File: src/rtl/dsed_pkg.sv
// ----------------------------------------------------------------------------
// dsed_pkg
// Shared types and constants of the DoG scale-space extremum detector.
// ----------------------------------------------------------------------------
package dsed_pkg;

   localparam int SAMPLE_W   = 16;
   localparam int LAYERS     = 3;
   localparam int WIN_CELLS  = 27;
   localparam int LAYER_CELLS = 9;
   localparam int CENTRE_CELL = 13;
   localparam int COORD_W    = 12;
   localparam int THR_W      = 15;
   localparam int DIM_W      = 13;
   localparam int BORDER_W   = 7;
   localparam int CSR_DATA_W = 16;
   localparam int MAX_HEIGHT = 4096;
   localparam int MIN_DIM    = 3;

   localparam int OUT_DEPTH  = 4;
   localparam int OUT_PTR_W  = 2;
   localparam int OUT_CNT_W  = 3;

   localparam logic [THR_W-1:0]    THRESHOLD_RESET = THR_W'(0);
   localparam logic [DIM_W-1:0]    WIDTH_RESET     = DIM_W'(640);
   localparam logic [DIM_W-1:0]    HEIGHT_RESET    = DIM_W'(480);
   localparam logic [BORDER_W-1:0] BORDER_RESET    = BORDER_W'(5);

   typedef enum logic [1:0] {
      CSR_THRESHOLD = 2'd0,
      CSR_WIDTH     = 2'd1,
      CSR_HEIGHT    = 2'd2,
      CSR_BORDER    = 2'd3
   } csr_index_type;

   typedef logic signed [SAMPLE_W-1:0] sample_type;
   typedef sample_type window_type [WIN_CELLS];
   typedef sample_type layer_samples_type [LAYERS];

   typedef struct packed {
      sample_type lower_sample;
      sample_type centre_sample;
      sample_type upper_sample;
      logic       frame_start;
   } req_payload_type;

   typedef struct packed {
      logic [COORD_W-1:0] peak_row;
      logic [COORD_W-1:0] peak_col;
      sample_type         peak_value;
      logic               is_maximum;
   } rsp_payload_type;

   typedef struct packed {
      csr_index_type         index;
      logic [CSR_DATA_W-1:0] data;
   } csr_payload_type;

   // Position of the window centre travelling alongside the window
   typedef struct packed {
      logic               valid;
      logic               in_border;
      logic [COORD_W-1:0] row;
      logic [COORD_W-1:0] col;
   } cand_meta_type;

   typedef struct packed {
      logic            valid;
      rsp_payload_type data;
   } push_type;

endpackage

File: src/rtl/dsed_chan_if.sv
// ----------------------------------------------------------------------------
// dsed_chan_if
// Valid/ready channel carrying one payload per beat.
// ----------------------------------------------------------------------------
interface dsed_chan_if #(
   parameter type payload_type = logic
) ();
   logic        valid;
   logic        ready;
   payload_type payload;

   modport source (output valid, output payload, input ready);
   modport sink   (input valid, input payload, output ready);
endinterface

File: src/rtl/dsed_result_fifo.sv
// ----------------------------------------------------------------------------
// dsed_result_fifo
// Small output queue decoupling the pipeline from result backpressure.
// ----------------------------------------------------------------------------
module dsed_result_fifo
   import dsed_pkg::*;
(
   input  logic                  clock,
   input  logic                  reset,
   input  push_type              push,
   dsed_chan_if.source           rsp_chan,
   output logic [OUT_CNT_W-1:0]  count
);

   rsp_payload_type        entry_ff [OUT_DEPTH];
   logic [OUT_PTR_W-1:0]   wr_ptr_ff, rd_ptr_ff;
   logic [OUT_CNT_W-1:0]   count_ff, count_in;
   logic                   pop;

   assign pop = rsp_chan.valid && rsp_chan.ready;

   always_comb begin
      count_in = count_ff;
      priority if (push.valid && !pop) begin
         count_in = OUT_CNT_W'(count_ff + OUT_CNT_W'(1));
      end else if (!push.valid && pop) begin
         count_in = OUT_CNT_W'(count_ff - OUT_CNT_W'(1));
      end else begin
         count_in = count_ff;
      end
   end

   always_ff @(posedge clock) begin
      if (reset) begin
         wr_ptr_ff <= '0;
         rd_ptr_ff <= '0;
         count_ff  <= '0;
      end else begin
         if (push.valid) wr_ptr_ff <= OUT_PTR_W'(wr_ptr_ff + OUT_PTR_W'(1));
         if (pop)        rd_ptr_ff <= OUT_PTR_W'(rd_ptr_ff + OUT_PTR_W'(1));
         count_ff <= count_in;
      end
      if (push.valid) begin
         entry_ff[wr_ptr_ff] <= push.data;
      end
   end

   assign rsp_chan.valid   = (count_ff != '0);
   assign rsp_chan.payload = entry_ff[rd_ptr_ff];
   assign count            = count_ff;

endmodule

File: src/flat_wrapper.sv
// flat-port wrapper written by rule: the top's interface ports become plain ports
module dsed_result_fifo_flat import dsed_pkg::*;
  (clock, reset, push, count, rsp_chan_valid, rsp_chan_payload, rsp_chan_ready);
  dsed_chan_if rsp_chan_i ();
  input  logic clock;
  input  logic reset;
  input  push_type push;
  output logic [OUT_CNT_W-1:0] count;
  output wire logic [$bits(rsp_chan_i.valid)-1:0] rsp_chan_valid;
  output wire logic [$bits(rsp_chan_i.payload)-1:0] rsp_chan_payload;
  input wire logic [$bits(rsp_chan_i.ready)-1:0] rsp_chan_ready;
  assign rsp_chan_valid = rsp_chan_i.valid;
  assign rsp_chan_payload = rsp_chan_i.payload;
  assign rsp_chan_i.ready = rsp_chan_ready;
  dsed_result_fifo u_core (.clock(clock), .reset(reset), .push(push), .rsp_chan(rsp_chan_i), .count(count));
endmodule
File: config.mk
export PLATFORM = sky130hd
export DESIGN_NAME = dsed_result_fifo_flat
export DESIGN_NICKNAME = d
export VERILOG_FILES = /design/src/rtl/dsed_pkg.sv /design/src/rtl/dsed_chan_if.sv /design/src/rtl/dsed_result_fifo.sv /design/src/flat_wrapper.sv
export SDC_FILE = /design/constraint.sdc
export NUM_CORES = 1
export LEC_CHECK = 0
export BUFFER_PORTS_ARGS = -buffer_cell sky130_fd_sc_hd__buf_2
export CORE_ASPECT_RATIO = 0.6
export CORE_MARGIN = 2
export CORE_UTILIZATION = 25
export CTS_CLUSTER_SIZE = 24
export DETAILED_ROUTE_END_ITERATION = 8
export PLACE_DENSITY = 0.52
export RECOVER_POWER = 50
export SYNTH_ARGS = -nofsm -noshare
export SYNTH_HDL_FRONTEND = slang
export SYNTH_SLANG_ARGS = --single-unit
File: constraint.sdc
create_clock -name clock -period 2.1 [get_ports clock]
set_input_delay 0.315 -clock clock [delete_from_list [all_inputs] [get_ports clock]]
set_output_delay 0.315 -clock clock [all_outputs]
set_load 0.005 [all_outputs]
==> key figures <==
Setup path
  • CP Launch Type: flop
  • Critical Path, Cell by Cell: o31ai_4, ha_1, inv_1, fa_1, xor2_1, or3_1, a21oi_1
  • Crit path required time: 2.27 ns
  • Critical Path End Type: flop
  • Crit path kind: reg -> reg
  • Critical Path Stages: 7
  • Family with the most delay on the worst path: adder cells
  • CP Buf/Inv Count: 1
  • Crit-path max FO: 2
  • Slowest CP cell: fa_1
  • Critical path data arrival time: ~2.1 ns
  • Slowest stage delay, CP: 0.38 ns
  • Reg2reg path depth: 7

Final layout
  • Area delta synth->final: 24.63%
  • Fillers: 231
  • Fraction of layout cells with a size suffix above 1: 0.2698
  • # nets final: 115
  • N_diodes: 0

Detailed routing
  • Antenna-violating nets left: 0
  • Drc violations: 0
  • DR iter-0 viols: 6
  • DR vias: 362
  • Per-cell routed wire length: 9.699 µm
  • Drt first pass iters: 3
  • Vias per cell: 3.892
  • Detailed Route WL: 902 µm

Floorplanning
  • Initial core utilization: 0.2684
  • CORE AREA: 2196 µm²
  • Die height: 41.61 µm
  • Die width: 66.68 µm
  • Floorplan row count: 13
  • Overall die area: approximately 2800 µm²
  • Ports: 50

Clocking
  • Post-CTS setup buffers: 0
  • Hold Buf Count CTS: 0
  • Resize count post-CTS: 0
  • CTS sink cnt: 13
  • Root Driver: clkbuf_8
  • Clock tree buffer depth: 2
  • CTS tree: built
  • CTS Buf Count: 3
  • Htree depth: 1
  • Clock transition at the registers of the reported paths: 0.05 ns
  • Insertion delay to the later sink of the worst-skew pair: 0.23 ns

Yosys
  • Mean post-synth cell area: 12.28 µm²
  • Count of warnings emitted by yosys: 0
  • Area leader, netlist: dfxtp_1
  • Top cells by count, synth: dfxtp_1, nor2_1, ha_1
  • Top-count cell post-synth: dfxtp_1
  • Flops & latches, synth: 13
  • Netlist cell types: 18
  • Cells after synthesis: 48
  • Post-synth EDFFs: 4
  • Synth area leaders: dfxtp_1, edfxtp_1, ha_1
  • Synth top area share: 0.3057
  • Mapped Area: 589.3 µm²
  • Main synth FF type: dfxtp_1
  • Syn Nets: 99
  • Fraction of registers with async set/reset: 0
  • Seq/Total Area, Yosys: 0.5096

Global routing
  • Grt ovf: 0
  • Total Routing Usage GR: 0.07868
  • Initial antenna violation count: 0
  • Vias in the first global route: between 300 and 400
  • First-pass GRT wire length: 1.566 mm
  • Largest net degree at the start of global routing: 9

STA
  • Post-Route Skew: 0.0002733 ns
  • Final slew viol count: 0
  • Hold Slack: 0.3453 ns
  • Setup TNS: 0 ns
  • Relative slew slack: 0.7910
  • Post-route minimum period: 1.926 ns
  • Tcrit/Tclk final: 0.9171
  • Slew @ Worst Pin: 0.3086 ns
  • # setup viols final: 0
  • Hold violation count in the final report: 0
  • Fmax: 519.2 MHz
  • RSZ-0062 raised after global routing: no

Power and ir drop
  • Pwr/cell area: 1144 nW/µm²
  • LEAKAGE: 0.0003125 µW
  • VDD IR-drop max: about 0.36 mV

Run
  • MaxCap Viol Count: 0

Min path
  • Worst min-delay path category: in -> reg
  • Worst hold stages: 1

Outcome
  • Outcome: complete, no violations

Place
  • Buffers on Ports: 9
  • Dpl hpwl: 742 µm
  • GPL Wtd Cong: 0.7567
==> per-layer routing <==
metal | up-vias | track usage | wire [µm]
met4 | 0 | 0.02449 | 0
met1 | 164 | 0.1250 | 542
met3 | 0 | 0.04878 | 50
met2 | 7 | 0.08000 | 309
met5 | - | 0 | 0
li1 | 191 | - | -
==> power by group <==
part	leakage (µW)	switching [µW]	total (µW)	internal, µW
Combinational	0.000179	125	274	149
Clock	0.0000228	80.4	214	133
Sequential	0.000111	38.7	353	314
==> per-stage QoR <==
step	instances	instance area, µm²	util	power [µW]	setup WS, ns
floorplan	48	589.3	-	532.9	0.2257
global placement	89	690.7	0.3145	637.9	0.1843
detailed placement	89	690.7	0.3145	637.0	0.1819
CTS	93	735.7	0.3350	858.3	0.1657
global route	93	734.5	0.3345	908.5	0.06169
finish	93	734.5	0.3345	840.2	0.1741
==> cells by family (layout without fill, tap and decap cells) <==
| group | after synthesis | count (layout) | synth area share |
|---|---|---|---|
| DFF | 13 | 13 | 0.5096 |
| and+or+nand+nor | 13 | 13 | 0.1104 |
| adders and majority gates | 6 | 6 | 0.1401 |
| xor gates and xnor gates | 5 | 5 | 0.07431 |
| AOI/OAI and AO/OA | 4 | 4 | 0.06793 |
| buffers and inverters | 4 | 19 | 0.02547 |
| muxes | 3 | 3 | 0.07219 |
==> area by class of cell <==
class                           count  area, µm²  share of cell area
Sequential cell                    13      300.3              0.4089
Multi-Input combinational cell     31      274.0              0.3731
Timing Repair Buffer               12      66.31             0.09029
Clock buffer                        4      45.04             0.06133
Tap cell                           30      37.54             0.05111
Inverter                            3      11.26             0.01533
==> placed cells by master, fill, tap and decap left out <==
| cell | netlist | layout |
|---|---|---|
| a21oi_1 | 1 | 1 |
| and2_0 | 0 | 3 |
| and2_1 | 4 | 1 |
| buf_2 | 0 | 8 |
| buf_4 | 0 | 3 |
| clkbuf_1 | 1 | 2 |
| clkbuf_8 | 0 | 3 |
| dfxtp_1 | 9 | 9 |
| edfxtp_1 | 4 | 4 |
| fa_1 | 1 | 1 |
| ha_1 | 5 | 5 |
| inv_1 | 3 | 3 |
| mux2i_1 | 2 | 2 |
| mux4_2 | 1 | 1 |
| nor2_1 | 7 | 7 |
| o21ai_0 | 1 | 1 |
| o311ai_1 | 1 | 1 |
| o31ai_4 | 1 | 1 |
| or3_1 | 1 | 1 |
| or3_2 | 1 | 1 |
| xnor2_1 | 1 | 1 |
| xor2_1 | 4 | 4 |
==> worst paths after layout <==
kind                       startpoint               endpoint  slack [ns]
setup / recovery      u_core.count[2]        u_core.count[2]        0.17
hold / removal                push[0]  u_core.entry_ff[0][0]        0.35
setup reg to reg      u_core.count[2]        u_core.count[2]        0.17
hold reg to reg   u_core.rd_ptr_ff[1]    u_core.rd_ptr_ff[1]        0.52
(Power assumes the default switching activity.)
